`src/rtl/ildf_pkg.sv`:
```
// ----------------------------------------------------------------------------
// ildf_pkg
// Types and constants of the id/length message deframer.
// ----------------------------------------------------------------------------
package ildf_pkg;

  localparam int unsigned CFG_INDEX_W = 8;

  localparam logic [CFG_INDEX_W-1:0] REG_MAX_MESSAGE_ID     = 8'd0;
  localparam logic [CFG_INDEX_W-1:0] REG_MAX_PAYLOAD_LENGTH = 8'd1;

  localparam logic [15:0] MAX_MESSAGE_ID_RESET     = 16'd2048;
  localparam logic [15:0] MAX_PAYLOAD_LENGTH_RESET = 16'd2048;

  // Header bytes gathered before the final one.
  localparam logic [1:0] HEADER_LAST_COUNT = 2'd3;

  typedef enum logic [1:0] {
    KIND_PAYLOAD = 2'd0,
    KIND_EMPTY   = 2'd1,
    KIND_ERROR   = 2'd2
  } kind_t;

  typedef struct packed {
    kind_t       kind;
    logic [15:0] message_id;
    logic [15:0] payload_length;
    logic [7:0]  data_byte;
    logic        last_of_message;
  } result_t;

  typedef struct packed {
    logic                   valid;
    logic [CFG_INDEX_W-1:0] index;
    logic [15:0]            data;
  } cfg_write_t;

endpackage

```
`src/rtl/ildf_fifo.sv`:
```
// ----------------------------------------------------------------------------
// ildf_fifo
// Short result queue between the header parser and the output stage.
// ----------------------------------------------------------------------------
module ildf_fifo #(
  parameter int unsigned DEPTH = 4
) (
  input  logic              clk,
  input  logic              rst,
  input  logic              wr_en,
  input  ildf_pkg::result_t wr_data,
  output logic              full,
  input  logic              rd_en,
  output ildf_pkg::result_t rd_data,
  output logic              not_empty
);

  localparam int unsigned PtrW = $clog2(DEPTH);
  localparam int unsigned CntW = $clog2(DEPTH + 1);
  localparam logic [PtrW-1:0] LastPtr = PtrW'(DEPTH - 1);
  localparam logic [CntW-1:0] FullCnt = CntW'(DEPTH);

  ildf_pkg::result_t entries [DEPTH];
  logic [PtrW-1:0]   wr_ptr;
  logic [PtrW-1:0]   rd_ptr;
  logic [CntW-1:0]   count;
  logic              do_wr;
  logic              do_rd;

  assign full      = (count == FullCnt);
  assign not_empty = (count != '0);
  assign do_wr     = wr_en && !full;
  assign do_rd     = rd_en && not_empty;
  assign rd_data   = entries[rd_ptr];

  always_ff @(posedge clk) begin
    if (do_wr) begin
      entries[wr_ptr] <= wr_data;
    end
  end

  always_ff @(posedge clk) begin
    if (rst) begin
      wr_ptr <= '0;
      rd_ptr <= '0;
      count  <= '0;
    end else begin
      if (do_wr) begin
        wr_ptr <= (wr_ptr == LastPtr) ? '0 : wr_ptr + 1'b1;
      end
      if (do_rd) begin
        rd_ptr <= (rd_ptr == LastPtr) ? '0 : rd_ptr + 1'b1;
      end
      if (do_wr && !do_rd) begin
        count <= count + 1'b1;
      end else if (do_rd && !do_wr) begin
        count <= count - 1'b1;
      end
    end
  end

endmodule

```
`src/rtl/ildf_front.sv`:
```
// ----------------------------------------------------------------------------
// ildf_front
// Header parser: gathers the 4-byte header, checks the limits and tags bytes.
// ----------------------------------------------------------------------------
module ildf_front (
  input  logic                 clk,
  input  logic                 rst,
  input  ildf_pkg::cfg_write_t cfg,
  input  logic                 byte_valid,
  input  logic [7:0]           in_byte,
  output logic                 res_valid,
  output ildf_pkg::result_t    res
);

  logic [15:0] max_message_id;
  logic [15:0] max_payload_length;

  logic [1:0]  header_count;
  logic [23:0] header_bytes;
  logic        in_payload;
  logic [15:0] held_id;
  logic [15:0] held_length;
  logic [15:0] bytes_left;
  logic        error_stop;

  logic [1:0]  header_count_next;
  logic [23:0] header_bytes_next;
  logic        in_payload_next;
  logic [15:0] held_id_next;
  logic [15:0] held_length_next;
  logic [15:0] bytes_left_next;
  logic        error_stop_next;

  logic [15:0] new_id;
  logic [15:0] new_length;
  logic        last_byte;

  always_ff @(posedge clk) begin
    if (rst) begin
      max_message_id     <= ildf_pkg::MAX_MESSAGE_ID_RESET;
      max_payload_length <= ildf_pkg::MAX_PAYLOAD_LENGTH_RESET;
    end else if (cfg.valid) begin
      if (cfg.index == ildf_pkg::REG_MAX_MESSAGE_ID) begin
        max_message_id <= cfg.data;
      end else if (cfg.index == ildf_pkg::REG_MAX_PAYLOAD_LENGTH) begin
        max_payload_length <= cfg.data;
      end
    end
  end

  assign new_id     = header_bytes[23:8];
  assign new_length = {header_bytes[7:0], in_byte};
  assign last_byte  = (bytes_left <= 16'd1);

  always_comb begin
    header_count_next = header_count;
    header_bytes_next = header_bytes;
    in_payload_next   = in_payload;
    held_id_next      = held_id;
    held_length_next  = held_length;
    bytes_left_next   = bytes_left;
    error_stop_next   = error_stop;
    res_valid         = 1'b0;
    res.kind            = ildf_pkg::KIND_PAYLOAD;
    res.message_id      = held_id;
    res.payload_length  = held_length;
    res.data_byte       = 8'd0;
    res.last_of_message = 1'b0;

    if (byte_valid && !error_stop) begin
      if (in_payload) begin
        res_valid           = 1'b1;
        res.data_byte       = in_byte;
        res.last_of_message = last_byte;
        if (last_byte) begin
          in_payload_next = 1'b0;
          bytes_left_next = 16'd0;
        end else begin
          bytes_left_next = bytes_left - 16'd1;
        end
      end else if (header_count != ildf_pkg::HEADER_LAST_COUNT) begin
        header_bytes_next = {header_bytes[15:0], in_byte};
        header_count_next = header_count + 2'd1;
      end else begin
        // The final header byte decides between error, empty message and payload.
        header_count_next  = 2'd0;
        header_bytes_next  = 24'd0;
        held_id_next       = new_id;
        held_length_next   = new_length;
        res.message_id     = new_id;
        res.payload_length = new_length;
        priority if (new_id > max_message_id || new_length > max_payload_length) begin
          res_valid       = 1'b1;
          res.kind        = ildf_pkg::KIND_ERROR;
          error_stop_next = 1'b1;
        end else if (new_length == 16'd0) begin
          res_valid           = 1'b1;
          res.kind            = ildf_pkg::KIND_EMPTY;
          res.last_of_message = 1'b1;
        end else begin
          in_payload_next = 1'b1;
          bytes_left_next = new_length;
        end
      end
    end
  end

  always_ff @(posedge clk) begin
    if (rst) begin
      header_count <= 2'd0;
      header_bytes <= 24'd0;
      in_payload   <= 1'b0;
      held_id      <= 16'd0;
      held_length  <= 16'd0;
      bytes_left   <= 16'd0;
      error_stop   <= 1'b0;
    end else begin
      header_count <= header_count_next;
      header_bytes <= header_bytes_next;
      in_payload   <= in_payload_next;
      held_id      <= held_id_next;
      held_length  <= held_length_next;
      bytes_left   <= bytes_left_next;
      error_stop   <= error_stop_next;
    end
  end

endmodule

```
`src/rtl/ildf_back.sv`:
```
// ----------------------------------------------------------------------------
// ildf_back
// Output register that presents the oldest queued result to the consumer.
// ----------------------------------------------------------------------------
module ildf_back (
  input  logic              clk,
  input  logic              rst,
  input  logic              q_not_empty,
  input  ildf_pkg::result_t q_data,
  output logic              q_rd,
  input  logic              pop,
  output logic              out_valid,
  output ildf_pkg::result_t out_data
);

  // Refill whenever the register is free or is being drained this cycle.
  assign q_rd = q_not_empty && (!out_valid || pop);

  always_ff @(posedge clk) begin
    if (rst) begin
      out_valid <= 1'b0;
    end else if (q_rd) begin
      out_valid <= 1'b1;
    end else if (pop) begin
      out_valid <= 1'b0;
    end
  end

  always_ff @(posedge clk) begin
    if (q_rd) begin
      out_data <= q_data;
    end
  end

endmodule

```
`src/rtl/id_length_message_deframer_top.sv`:
```
// ----------------------------------------------------------------------------
// id_length_message_deframer_top
// Splits a byte stream into messages with a 16-bit id and 16-bit length header.
// ----------------------------------------------------------------------------
// The deframer takes one byte per clock while full is low. Full stays low as
// long as the result queue (QUEUE_DEPTH entries) has room, so with pop held
// high it never stalls. A result enters the queue at the edge that accepts the
// byte that caused it, then moves to the output register once that register is
// free or being popped. The first three header bytes give no result. The fourth
// gives one only for an empty message or a framing error. After a framing error
// the block drops all bytes until reset. Limit registers are written through
// the cfg port, which is always ready. A new limit applies to the next completed header.
module id_length_message_deframer_top #(
  parameter int unsigned QUEUE_DEPTH = 4
) (
  input  logic        clk,
  input  logic        rst,
  input  logic        push,
  output logic        full,
  input  logic [7:0]  in_byte,
  output logic        empty,
  input  logic        pop,
  output logic [1:0]  kind,
  output logic [15:0] message_id,
  output logic [15:0] payload_length,
  output logic [7:0]  data_byte,
  output logic        last_of_message,
  input  logic        cfg_valid,
  output logic        cfg_ready,
  input  logic [ildf_pkg::CFG_INDEX_W-1:0] cfg_index,
  input  logic [15:0] cfg_data
);

  ildf_pkg::cfg_write_t cfg;
  ildf_pkg::result_t    front_res;
  ildf_pkg::result_t    q_data;
  ildf_pkg::result_t    out_data;
  logic                 front_valid;
  logic                 q_full;
  logic                 q_not_empty;
  logic                 q_rd;
  logic                 out_valid;
  logic                 accept;

  assign cfg_ready = 1'b1;
  assign cfg.valid = cfg_valid;
  assign cfg.index = cfg_index;
  assign cfg.data  = cfg_data;

  assign full   = q_full;
  assign accept = push && !q_full;

  ildf_front u_front (
    .clk        (clk),
    .rst        (rst),
    .cfg        (cfg),
    .byte_valid (accept),
    .in_byte    (in_byte),
    .res_valid  (front_valid),
    .res        (front_res)
  );

  ildf_fifo #(
    .DEPTH (QUEUE_DEPTH)
  ) u_fifo (
    .clk       (clk),
    .rst       (rst),
    .wr_en     (front_valid),
    .wr_data   (front_res),
    .full      (q_full),
    .rd_en     (q_rd),
    .rd_data   (q_data),
    .not_empty (q_not_empty)
  );

  ildf_back u_back (
    .clk         (clk),
    .rst         (rst),
    .q_not_empty (q_not_empty),
    .q_data      (q_data),
    .q_rd        (q_rd),
    .pop         (pop),
    .out_valid   (out_valid),
    .out_data    (out_data)
  );

  assign empty           = !out_valid;
  assign kind            = out_data.kind;
  assign message_id      = out_data.message_id;
  assign payload_length  = out_data.payload_length;
  assign data_byte       = out_data.data_byte;
  assign last_of_message = out_data.last_of_message;

endmodule

```
`config.mk`:
```
export PLATFORM = sky130hd
export DESIGN_NAME = id_length_message_deframer_top
export DESIGN_NICKNAME = d
export VERILOG_FILES = /design/src/rtl/ildf_pkg.sv /design/src/rtl/ildf_fifo.sv /design/src/rtl/ildf_front.sv /design/src/rtl/ildf_back.sv /design/src/rtl/id_length_message_deframer_top.sv
export SDC_FILE = /design/constraint.sdc
export NUM_CORES = 1
export LEC_CHECK = 0
export BUFFER_PORTS_ARGS = -buffer_cell sky130_fd_sc_hd__buf_4
export CORE_MARGIN = 2
export CORE_UTILIZATION = 50
export DETAILED_ROUTE_END_ITERATION = 12
export PLACE_DENSITY_LB_ADDON = 0.12
export SYNTH_ARGS = -nofsm -noshare
export SYNTH_HDL_FRONTEND = slang
export SYNTH_SLANG_ARGS = --single-unit
```
`constraint.sdc`:
```
create_clock -name clk -period 5.3 [get_ports clk]
set_clock_uncertainty 0.1 [all_clocks]
set_input_delay 0.265 -clock clk [delete_from_list [all_inputs] [get_ports clk]]
set_output_delay 0.265 -clock clk [all_outputs]
set_load 0.01 [all_outputs]
```
Yosys cells after proc, flatten, opt, wreduce, memory -nomap -nowiden
Memories as Yosys holds them, arrays and structs flattened. A register that Yosys moved wholly into a read port is not among the register bits. Index checks and enable logic that the tools add are counted.

Bits in registers: 116. Latch bits: 0. Memory bits (writable): 172. ROM bits: 0. Input bits: 37. Word-level logic and storage cells: 93. Memories: 1.

$add $sub $neg: 6. Multipliers: 0. Divide/modulo/power cells: 0. Magnitude comparators: 3. Equality and inequality tests: 8. Shift-type cells: 0. Mux-type cells: 34. Bitwise operators: 3. Reduce and logical (&&, ||, !) cells: 25.

Memory list: u_fifo.entries (words 4, width 43, read ports 1, clocked after Yosys merged registers in 1, wr ports 1, line ildf_fifo.sv:23) `ildf_pkg::result_t entries [DEPTH];`.

Operators with widths (count): 16-bit 2-to-1 mux (5); 34-bit 2-to-1 mux (2); 43-bit 2-to-1 mux (1); 16-bit > comparator (2); 24-bit 2-to-1 mux (1); 1-bit 2-to-1 mux (18); 16-bit by 1-bit less-or-equal comparator with 1-bit output (second input constant) (1); 16-bit logical NOT (1); 16-bit by 1-bit subtractor with 16-bit output (second input constant) (1); 8-bit by 1-bit == test with 1-bit output (second input constant) (1); 8-bit logical NOT (1); 2-bit 2-to-1 mux (4); 8-bit 2-to-1 mux (1); 4-bit AND reduction (2); 1-bit logical AND (7); 2-bit by 1-bit adder with 2-bit output (second input constant) (3); 3-bit 2-to-1 mux (2); 2-bit by 1-bit inequality test with 1-bit output (second input constant) (3); 3-bit AND reduction (2); 1-bit logical NOT (5); 2-bit == test (second input constant) (2); 2-bit AND reduction (2); 2-bit nonzero test (2); 3-bit by 1-bit adder with 3-bit output (second input constant) (1); other kinds (6) (9).

Depth between registers and ports, before layout
Gate-level depths: netlist of run 1.

Word-level depth: 11. Gate-level depth with buffers: 15. Gate-level depth less buffers: 15.

By module
From an unflattened synthesis of run 1, not the netlist that was laid out.

Cells, all modules: 1017. Area total of the unflattened synthesis: 13744.4 um^2.

By module, submodules not included: ildf_fifo (times used 1, cells an instance 275, area each 6705.2 um^2, seq. area each 5345.1 um^2); ildf_front (times used 1, cells an instance 690, area each 5664.2 um^2, seq. area each 2162.1 um^2); ildf_back (times used 1, cells an instance 48, area each 1346.3 um^2, seq. area each 1311.3 um^2); id_length_message_deframer_top (times used 1, cells an instance 4, area each 28.8 um^2, seq. area each 0.0 um^2).

Least setup slack after synthesis of run 1
Ideal clock, no wire load.

Path type: reg-to-reg. From: register u_fifo.count[0]. To: register u_fifo.count[2]. Data arrival time: 4.069 ns. Path slack: 1.060 ns. Cell stages (with the launch flop): 10. Buffers on the path: 0. Cell sequence: dfxtp_1 -> nor3_1 -> a21oi_1 -> inv_1 -> ha_1 -> inv_1 -> fa_1 -> xor2_1 -> or3_1 -> a21oi_1.

Elaborated cells between the ends (all ways): 18. Those cells by class: add/sub (2); eq/ne (1); mux (3); reduce/logical (12).

RTL lines: from (decl) (line ildf_fifo.sv:26) `logic [CntW-1:0] count;`; from (signal assigned) (line ildf_fifo.sv:55) `count <= count + 1'b1;`; from (signal assigned) (line ildf_fifo.sv:57) `count <= count - 1'b1;`; 3-bit nonzero test * (line ildf_fifo.sv:31) `assign not_empty = (count != '0);`; 1-bit logical AND * (line ildf_back.sv:17) `assign q_rd = q_not_empty && (!out_valid || pop);`; named net q_rd (line id_length_message_deframer_top.sv:41) `logic q_rd;`; 1-bit logical AND * (line ildf_fifo.sv:33) `assign do_rd = rd_en && not_empty;`; 1-bit logical NOT (line ildf_fifo.sv:54) `if (do_wr && !do_rd) begin`; 1-bit logical AND (line ildf_fifo.sv:54); 3-bit 2-to-1 mux / 2-bit nonzero test (equally long branches).

Mark *: on every way through the listed nets, which the timed path passes. The rest lies on a longest branch. The select of a mux whose other input is x is not followed. A chain may end at the register's enable or synchronous reset.

Final worst setup path of run 1
From: register u_front.header_bytes[6]. To: memory u_fifo.entries[2][34] (netlist bit), enable pin.

Word-level cells in the longest chain between the ends: 9. Elaborated cells between the ends (all ways): 11. Those cells by class: order compare (1); mux (7); reduce/logical (3).

Ends and longest elaborated chain: from (decl) (line ildf_front.sv:19) `logic [23:0] header_bytes;`; from (signal assigned) (line ildf_front.sv:119) `header_bytes <= header_bytes_next;`; 16-bit > comparator / 16-bit logical NOT (equally long branches) (line ildf_front.sv:92, ildf_front.sv:96); 1-bit logical OR / 1-bit 2-to-1 mux (equally long branches) (line ildf_front.sv:92, ildf_front.sv:96); 1-bit 2-to-1 mux * (line ildf_front.sv:92) `priority if (new_id > max_message_id || new_length > max_payload_length) begin`; 1-bit 2-to-1 mux * (line ildf_front.sv:81) `end else if (header_count != ildf_pkg::HEADER_LAST_COUNT) begin`; 1-bit 2-to-1 mux * (line ildf_front.sv:71) `if (in_payload) begin`; 1-bit 2-to-1 mux * (line ildf_front.sv:70) `if (byte_valid && !error_stop) begin`; 1-bit logical AND * (line ildf_fifo.sv:32) `assign do_wr = wr_en && !full;`; named net u_fifo.do_wr (line ildf_fifo.sv:27) `logic do_wr;`; 1-bit 2-to-1 mux * (line ildf_fifo.sv:37) `if (do_wr) begin`; 1-bit 2-to-1 mux (not written as such) * (line ildf_fifo.sv:38) `entries[wr_ptr] <= wr_data;`; to (decl) (line ildf_fifo.sv:23).

Mark *: on every way through the listed nets, which the timed path passes. The rest lies on a longest branch.

==> results of run 1 <==
[stage by stage]
| stage | area, µm² | power, W |
|---|---|---|
| 2_1_floorplan | 13400 | 0.003826 |
| 3_5_place_dp | 14320 | 0.004256 |
| 5_1_grt | 15640 | 0.006908 |
| 3_3_place_gp | 14320 | 0.004239 |
| 6_report | 15640 | 0.006611 |
| 4_1_cts | 15640 | 0.006689 |
[registers in the layout (all words and copies together), names as in the netlist]
| name | flops |
|---|---|
| u_fifo.rd_ptr | 2 |
| u_front.held_length | 16 |
| u_back.out_valid | 1 |
| u_fifo.count | 3 |
| u_front.max_message_id | 16 |
| u_front.in_payload | 1 |
| u_fifo.wr_ptr | 2 |
| u_fifo.entries | 172 |
| u_front.error_stop | 1 |
| u_back.out_data | 43 |
| u_front.max_payload_length | 16 |
| u_front.bytes_left | 16 |
| u_front.header_bytes | 24 |
| u_front.held_id | 16 |
| u_front.header_count | 2 |
[layout by cell type, fill, tap and decap left out, types with 3 or more instances in the layout]
master,instances
edfxtp_1,215
nand2_1,115
dfxtp_1,114
buf_4,93
nor2_1,56
a21oi_1,54
inv_1,53
mux4_2,43
ha_1,41
mux2i_1,35
clkbuf_16,35
nor2b_1,34
nor3_1,25
o21ai_0,18
dlygate4sd3_1,18
nand3b_1,15
nor4_1,13
nand4_1,13
or3_1,12
nand3_1,11
clkbuf_1,11
o22ai_1,7
a31oi_1,6
clkbuf_8,6
and3_1,5
nand2b_1,5
xor2_1,5
a211oi_1,5
and2_2,4
xnor2_1,4
bufinv_16,4
and2_1,3
o31ai_1,3
[critical path, stage by stage, from the launching register on]
cell	delay [ns]
dfxtp_1	0.37
ha_1	0.34
nand4_1	0.15
nor3_1	0.33
a21boi_0	0.22
o31ai_1	0.17
and4_1	0.24
o21a_1	0.23
inv_1	0.13
and2_2	0.63
buf_4	0.40
[layer usage]
metal  vias to the layer above  track usage [%]  wire length [µm]
met1                      3958            29.92             12910
met4                         0            5.217               484
met3                        38            2.978              1316
met5                         -                0                 0
met2                       199            31.12             12540
li1                       3857                -                 -
[final timing paths]
path | cells after the start | endpoint | start | slack [ns]
max | 10 | u_fifo.entries[2][34] | u_front.header_bytes[6] | 1.64
min | 3 | u_front.header_bytes[4] | in_byte[4] | 0.02
max reg2reg | 10 | u_fifo.entries[2][34] | u_front.header_bytes[6] | 1.64
min reg2reg | 2 | u_front.header_bytes[8] | u_front.header_bytes[8] | 0.36
[logic make-up after synthesis]
| kind of cell | share of synthesized area (%) |
|---|---|
| DFF | 65.50 |
| and+or+nand+nor | 12.16 |
| AOI/OAI and AO/OA | 4.687 |
| buffers and inverters | 3.137 |
| muxes | 9.924 |
| adders and majority gates | 3.977 |
| xor gates and xnor gates | 0.5881 |
| other | 0.02798 |
[power by group]
part	total (W)	leakage, nW	switching [W]	internal, W
logic	0.00105	2.24	0.000549	0.000505
registers	0.00313	3.19	0.000132	0.00300
clock network	0.00242	0.557	0.000929	0.00150
[cells in the mapped netlist (all sizes together) (2+ instances only)]
| library cell | instances |
|---|---|
| a211o | 2 |
| nand2 | 115 |
| mux2i | 35 |
| or4 | 3 |
| a31oi | 6 |
| nor3 | 26 |
| xor2 | 5 |
| xnor2 | 4 |
| clkbuf | 41 |
| nand4 | 13 |
| ha | 41 |
| dfxtp | 116 |
| inv | 53 |
| nor2b | 34 |
| o31ai | 3 |
| nor2 | 57 |
| nor3b | 2 |
| and4 | 2 |
| edfxtp | 215 |
| buf | 11 |
| a21boi | 2 |
| nand3b | 15 |
| or2 | 3 |
| nand3 | 11 |
| a211oi | 5 |
| nor4 | 13 |
| and3 | 5 |
| and2 | 7 |
| o22ai | 8 |
| or3 | 13 |
| a21oi | 55 |
| nand2b | 5 |
| o21ai | 18 |
| mux4 | 43 |
[final cells by class]
type                    instances  area [µm²]  area share (%)
clock inverters                 7       142.6          0.9119
well taps                     335       419.2           2.680
repair buffers                111       878.3           5.616
multi-input cells             566        4222           26.99
inverters                      53       198.9           1.272
clock buffers                  52       999.7           6.391
flip-flops and latches        331        8781           56.14
==> results.cfg, run 1 <==
[place]
pre_cts_ws_ns = 1.642
hpwl_mm = 17.61
gp_congestion = 0.8601
io_buffers = 81
dpl.cell_count = 1378

[floorplan]
initial_core_util_pct = 51.14
fp-row-count = 59
io_pins = 83
fp.coreArea_mm2 = 0.02621
die-width_um = 167.7
fp.dieH_um = 167.7
die-area_mm2 = 0.02813

[final_layout]
nets = 1176
utilization_pct = 59.68
layout-drive-gt1-share_pct = 18.04
diodes = 0
final_cells = 1455
area_growth_syn_to_layout_pct = 16.71
fillCellCount = 2069

[drt]
wl_per_cell_um = 18.73
via_count = 8052
drt-vias-per-instance = 5.534
route.detailed.drc = 0
dr.pass1.iters = 5
first_iter_violations = 703
routed_wirelength_mm = 27.26
antenna_left = 0

[sta]
holdWs_ns = 0.01926
fin_crit_sh_pct = 69.12
finalSetupViolations = 0
worst_pin_slew_ns = 1.050
grt_setup_unrepaired = false
finalSetupTns_ns = 0
setup_slack_ns = 1.637
max_freq_ghz = 0.2730
slew_headroom_pct = 29.91
slew_viol_final = 0
min_period_ns = 3.663
finalHoldViolCount = 0

[synth]
syn_avg_cell_area_um2 = 13.37
ys_seq_area_share_pct = 65.50
synthDistinctLibCells = 58
syn_nets = 1081
yosys-top-cells-area = edfxtp_1, dfxtp_1, mux4_2, ha_1, nand2_1
ys_async_sr_fraction_pct = 0
syn_inst = 1002
synth-edff-count = 215
synth_top_area_share_pct = 48.17
synth_seq_cells = 331
synth_ff_type = edfxtp_1
syn_area_mm2 = 0.01340
yosys_warnings = 0
yosysTopAreaCell = edfxtp_1

[worst_setup_path]
worstSetupEndpointType = flip-flop
cp.arrival_ns = 3.74
crit_path_max_fanout = 27
cp_data_required_time_ns = 5.37
critical_path_class = reg2reg
cp-start-kind = flip-flop

[clock_network]
numCtsBuffers = 34
clock_latency_ns = 0.50
cts_tree = yes
cts_resized = 0
h-tree-depth = 2
post_cts_buffers = 0
root_buffer = clkbuf_16
clk_pin_slew_ns = 0.07
holdBufCountCts = 18
clock-sinks = 331
clockBufferDepth = 3

[power_and_ir_drop]
leakage_nw = 5.986
ir_drop_mv = 0.2465
p_per_area_mw_per_mm2 = 422.6

[global_route]
grt_pass1_vias = 7865
grt_max_degree = 88
grt_util_all_layers_pct = 20.05
antenna_found_initial = 0
grt-ovfl-total = 0
grt_pass1_wl_mm = 44.05

[run_status]
status = finished clean

[hold_path]
hold_class = in2reg

[run]
cap_viol_max_count = 0
Note: power is estimated with default switching activity, not from simulation.
==> inputs of run 2 (changes only) <==
==> constraint.sdc (replaced) <==
create_clock -name clk -period 3.1 [get_ports clk]
set_clock_uncertainty 0.1 [all_clocks]
set_input_delay 0.155 -clock clk [delete_from_list [all_inputs] [get_ports clk]]
set_output_delay 0.155 -clock clk [all_outputs]
set_load 0.01 [all_outputs]
==> results.cfg, run 2 (synthesis results as in run 1) <==
[drt]
routed-wl-met2_mm = 12.92
top_layer = met4
wl_per_cell_um = 18.25
wl_met3_mm = 1.305
via_count = 8249
antenna_left = 0
wl_met1_mm = 13.31
first_iter_violations = 674
routed_wirelength_mm = 27.98
route.detailed.drc = 0
dr.pass1.iters = 5
drt-vias-per-instance = 5.381

[floorplan]
initial_core_util_pct = 51.14
fp.dieH_um = 167.7
fp.coreArea_mm2 = 0.02621
fp-row-count = 59
die-width_um = 167.7
die-area_mm2 = 0.02813
io_pins = 83

[power_and_ir_drop]
ir_drop_mv = 0.5841
power_w = 0.01131
leakage_nw = 6.378
p_per_area_mw_per_mm2 = 689.5

[clock_network]
clockBufferDepth = 3
root_buffer = clkbuf_16
clock-sinks = 331
numCtsBuffers = 35
clock_latency_ns = 0.51
h-tree-depth = 2
cts_tree = yes
clk_pin_slew_ns = 0.06

[sta]
finalSetupViolations = 0
finalHoldViolCount = 0
max_freq_ghz = 0.3288
worst_pin_slew_ns = 0.8442
grt_setup_unrepaired = true
min_period_ns = 3.042
slew_headroom_pct = 43.72
slew_viol_final = 0
fin_crit_sh_pct = 98.12

[place]
dpl.cell_count = 1445
io_buffers = 81
gp_congestion = 0.8339
hpwl_mm = 17.89

[final_layout]
final_cells = 1533
layout_commonest_cell = edfxtp_1
area_growth_syn_to_layout_pct = 22.35
nets = 1250
fillCellCount = 2013
final_cell_mix = edfxtp_1, buf_4, nand2_1
diodes = 0
top_regs = u_fifo.entries x172, u_back.out_data x43, u_front.header_bytes x24
largest_register = u_fifo.entries
layout-drive-gt1-share_pct = 25.96
largest_reg_flops = 172

[worst_setup_path]
critical_path_class = reg2reg
cp_data_required_time_ns = 3.43
worstSetupEndpointType = flip-flop
cp.arrival_ns = 3.37
cp-start-kind = flip-flop
crit_path_max_fanout = 3

[global_route]
grt_pass1_wl_mm = 44.86
grt_util_all_layers_pct = 20.43
antenna_found_initial = 0
grt_max_degree = 71
grt_pass1_vias = 8237
grt-ovfl-total = 0

[run]
cap_viol_max_count = 0

[run_status]
status = finished clean

[hold_path]
hold_class = in2reg
[run 2: layer usage]
layer | up-vias | track usage (%)
met5 | - | 0
met4 | 0 | 4.953
met3 | 34 | 3.333
met2 | 178 | 31.68
met1 | 4030 | 30.47
li1 | 4007 | -
[run 2: final timing paths]
path,startpoint,to,slack (ns),cells past startpoint
worst max-delay path,u_front.max_message_id[14],u_fifo.count[2],0.06,15
worst min-delay path,in_byte[4],u_front.header_bytes[4],0.02,4
worst max register to register,u_front.max_message_id[14],u_fifo.count[2],0.06,15
worst min register to register,u_front.header_bytes[8],u_front.header_bytes[8],0.36,2
[run 2: power by group]
group	leakage [nW]	internal, W	switching (W)
registers	3.19	0.00513	0.000173
clock network	0.549	0.00235	0.00162
logic	2.64	0.000975	0.00105
total	6.38	0.00846	0.00285
[run 2: layout make-up]
| type | instances | area (µm²) | area share [%] |
|---|---|---|---|
| clock buffers | 52 | 1011 | 6.166 |
| multi-input cells | 566 | 4364 | 26.62 |
| well taps | 335 | 419.2 | 2.556 |
| inverters | 53 | 198.9 | 1.213 |
| repair buffers | 184 | 1510 | 9.210 |
| flip-flops and latches | 331 | 8796 | 53.64 |
| clock inverters | 12 | 97.59 | 0.5952 |
[run 2: through the flow]
step           setup WS (ns)  util [%]  hold WS [ns]  setup TNS (ns)  cell area (µm²)
3_5_place_dp         -0.2907     56.84        0.3119         -0.3391            14900
3_3_place_gp         -0.1830     56.84        0.3048         -0.2069            14900
6_report             0.05837     62.57       0.02307               0            16400
4_1_cts             -0.01909     62.35      0.006471        -0.01909            16340
5_1_grt             -0.08818     62.57       0.01938        -0.08818            16400
2_1_floorplan        -0.1152         -        0.1728         -0.1152            13410
[run 2: timing repair]
item | 4_1_cts | 5_1_grt
hold buffers | 20 | 0
hold endpoints to repair | 38 | 0
setup endpoints to repair | 2 | 2
gates resized for setup | 28 | 11
setup buffers | 1 | 3
pin swaps | 18 | 5
[run 2: critical path, stage by stage (launching register included)]
cell and delay [ns]:
dfxtp_2 0.33, inv_1 0.06, ha_4 0.27, nand4_1 0.16, inv_1 0.09, a221oi_1 0.08
or2_1 0.27, and4_1 0.22, o21a_1 0.20, inv_2 0.10, ha_4 0.13, inv_2 0.03
fa_2 0.33, xor2_1 0.16, or3_1 0.32, a21oi_2 0.13
==> inputs of run 3 (changes only) <==
--- a/config.mk
+++ b/config.mk
@@ -7,7 +7,7 @@
 export LEC_CHECK = 0
 export BUFFER_PORTS_ARGS = -buffer_cell sky130_fd_sc_hd__buf_4
 export CORE_MARGIN = 2
-export CORE_UTILIZATION = 50
+export CORE_UTILIZATION = 54
 export DETAILED_ROUTE_END_ITERATION = 12
 export PLACE_DENSITY_LB_ADDON = 0.12
 export SYNTH_ARGS = -nofsm -noshare
==> results.cfg, run 3 (synthesis results as in run 1) <==
[sta]
grt_setup_unrepaired = true
min_period_ns = 3.070
finalSetupViolations = 0
fin_crit_sh_pct = 99.02
max_freq_ghz = 0.3258
holdWs_ns = 0.03065
worst_pin_slew_ns = 0.8486
slew_headroom_pct = 43.43
finalHoldViolCount = 0
slew_viol_final = 0

[place]
hpwl_mm = 18.22
dpl.cell_count = 1438
gp_congestion = 0.8303
io_buffers = 81

[drt]
wl_met3_mm = 1.375
antenna_left = 0
wl_met1_mm = 12.81
via_count = 8404
drt-vias-per-instance = 5.504
wl_per_cell_um = 18.26
dr.pass1.iters = 6
route.detailed.drc = 0
routed-wl-met2_mm = 13.25
first_iter_violations = 550
routed_wirelength_mm = 27.89
top_layer = met4

[global_route]
antenna_found_initial = 0
grt_pass1_vias = 8124
grt-ovfl-total = 0
grt_max_degree = 55
grt_util_all_layers_pct = 21.72
grt_pass1_wl_mm = 43.67

[worst_setup_path]
regToRegSetupSlack_ns = 0.03
cp_common_cell = inv_2
worstSetupEndpointType = flip-flop
crit_path_max_fanout = 2
rr_endpoint = u_fifo.count[2]
cp_data_required_time_ns = 3.43
cp.arrival_ns = 3.40
critPathSlowestCell = dfxtp_2
crit_start = u_front.max_payload_length[13]
critical_path.top_delay_family = simple AND/OR/NAND/NOR gates
cp_cell_sequence = inv_2, ha_4, nand4_1, buf_4, nor2_1, a221o_1, o31ai_2, and4_1, o21a_1, inv_2, ha_4, inv_2, fa_2, xor2_1, or3_1, a21oi_2
worst-r2r-cell-count = 16
cpPeakStageDelay_ns = 0.34
cp-start-kind = flip-flop
critPathBufInv = 4
r2r_start = u_front.max_payload_length[13]
critical_path_class = reg2reg

[floorplan]
initial_core_util_pct = 55.11
io_pins = 83
fp-row-count = 57
fp.coreArea_mm2 = 0.02432
die-area_mm2 = 0.02609
fp.dieH_um = 161.5
die-width_um = 161.5

[final_layout]
layout-drive-gt1-share_pct = 26.12
largest_register = u_fifo.entries
layout_commonest_cell = edfxtp_1
largest_reg_flops = 172
area_growth_syn_to_layout_pct = 23.26
final_cell_mix = edfxtp_1, buf_4, nand2_1
final_cells = 1527
top_regs = u_fifo.entries x172, u_back.out_data x43, u_front.header_bytes x24
nets = 1255

[clock_network]
h-tree-depth = 2
clockBufferDepth = 3
clock_latency_ns = 0.52
clk_pin_slew_ns = 0.06
cts_tree = yes
root_buffer = clkbuf_16
clock-sinks = 331
numCtsBuffers = 34

[hold_path]
hold_class = in2reg
min_to = u_front.header_bytes[4]
min-delay-start = in_byte[4]
min_path_cells = 4

[run]
cap_viol_max_count = 0

[power_and_ir_drop]
leakage_nw = 6.427
p_per_area_mw_per_mm2 = 701.3
ir_drop_mv = 0.3490

[run_status]
status = finished clean
==> run 3: cell count changes in the layout (fill, tap and decap cells not counted), sizes merged <==
| cell | delta |
|---|---|
| buf | +6 |
| bufinv | +4 |
| clkbuf | -5 |
| clkinv | -2 |
| clkinvlp | +2 |
| diode | +1 |
| inv | -1 |
==> run 3: worst register-to-register path: stages (launching register included) <==
cell and delay (ns):
dfxtp_2 0.34, inv_2 0.04, ha_4 0.26, nand4_1 0.14, buf_4 0.17, nor2_1 0.10
a221o_1 0.18, o31ai_2 0.07, and4_1 0.21, o21a_1 0.20, inv_2 0.08, ha_4 0.13
inv_2 0.04, fa_2 0.33, xor2_1 0.17, or3_1 0.32, a21oi_2 0.12
==> run 3: how the worst max path moves through the flow <==
stage	endpoint	slack [ns]	cells past startpoint
after CTS	u_fifo.count[2]	0.006	16
after detailed placement	u_fifo.count[2]	-0.23	15
after floorplan	u_fifo.count[2]	-0.12	14
after global routing	u_fifo.count[2]	-0.12	16
after global placement	u_fifo.count[2]	-0.12	15
final	u_fifo.count[2]	0.03	16
==> run 3: final cells by class <==
cell class,count,area [µm²]
Sequential cell,331,8795
Fill cell,1740,7801
Multi-Input combinational cell,566,4373
Timing Repair Buffer,190,1568
Clock buffer,47,950.9
Tap cell,324,405.4
Clock inverter,15,225.2
Inverter,53,198.9
Antenna cell,1,2.502
==> run 3: metrics by stage <==
| stage | instance area, µm² | util, % | power [W] | setup WS, ns | setup TNS (ns) |
|---|---|---|---|---|---|
| 5_1_grt | 16520 | 67.91 | 0.01205 | -0.1216 | -0.1279 |
| 3_5_place_dp | 14930 | 61.37 | 0.007420 | -0.2291 | -0.2971 |
| 3_3_place_gp | 14930 | 61.37 | 0.007381 | -0.1208 | -0.1208 |
| 2_1_floorplan | 13410 | - | 0.006528 | -0.1152 | -0.1152 |
| 6_report | 16520 | 67.92 | 0.01158 | 0.03032 | 0 |
| 4_1_cts | 16370 | 67.29 | 0.01168 | 0.006408 | 0 |
==> run 3: what timing repair did <==
item / 4_1_cts / 5_1_grt
hold buffers: 20 / 0
gates resized for setup: 13 / 26
setup buffers: 2 / 4
setup endpoints to repair: 2 / 23
pin swaps: 9 / 6
endpoints found under the hold margin: 36 / 0
==> run 3: metal layers <==
layer	vias up	track usage [%]
met5	-	0
met4	0	5.804
met3	42	3.133
met2	238	34.62
met1	4103	31.70
li1	4021	-
==> run 3: report_power, final <==
| part | internal [W] | switching [W] | total, W |
|---|---|---|---|
| Clock | 0.00258 | 0.00164 | 0.00422 |
| Sequential | 0.00513 | 0.000178 | 0.00531 |
| Combinational | 0.000989 | 0.00107 | 0.00206 |
| Total | 0.00870 | 0.00288 | 0.0116 |
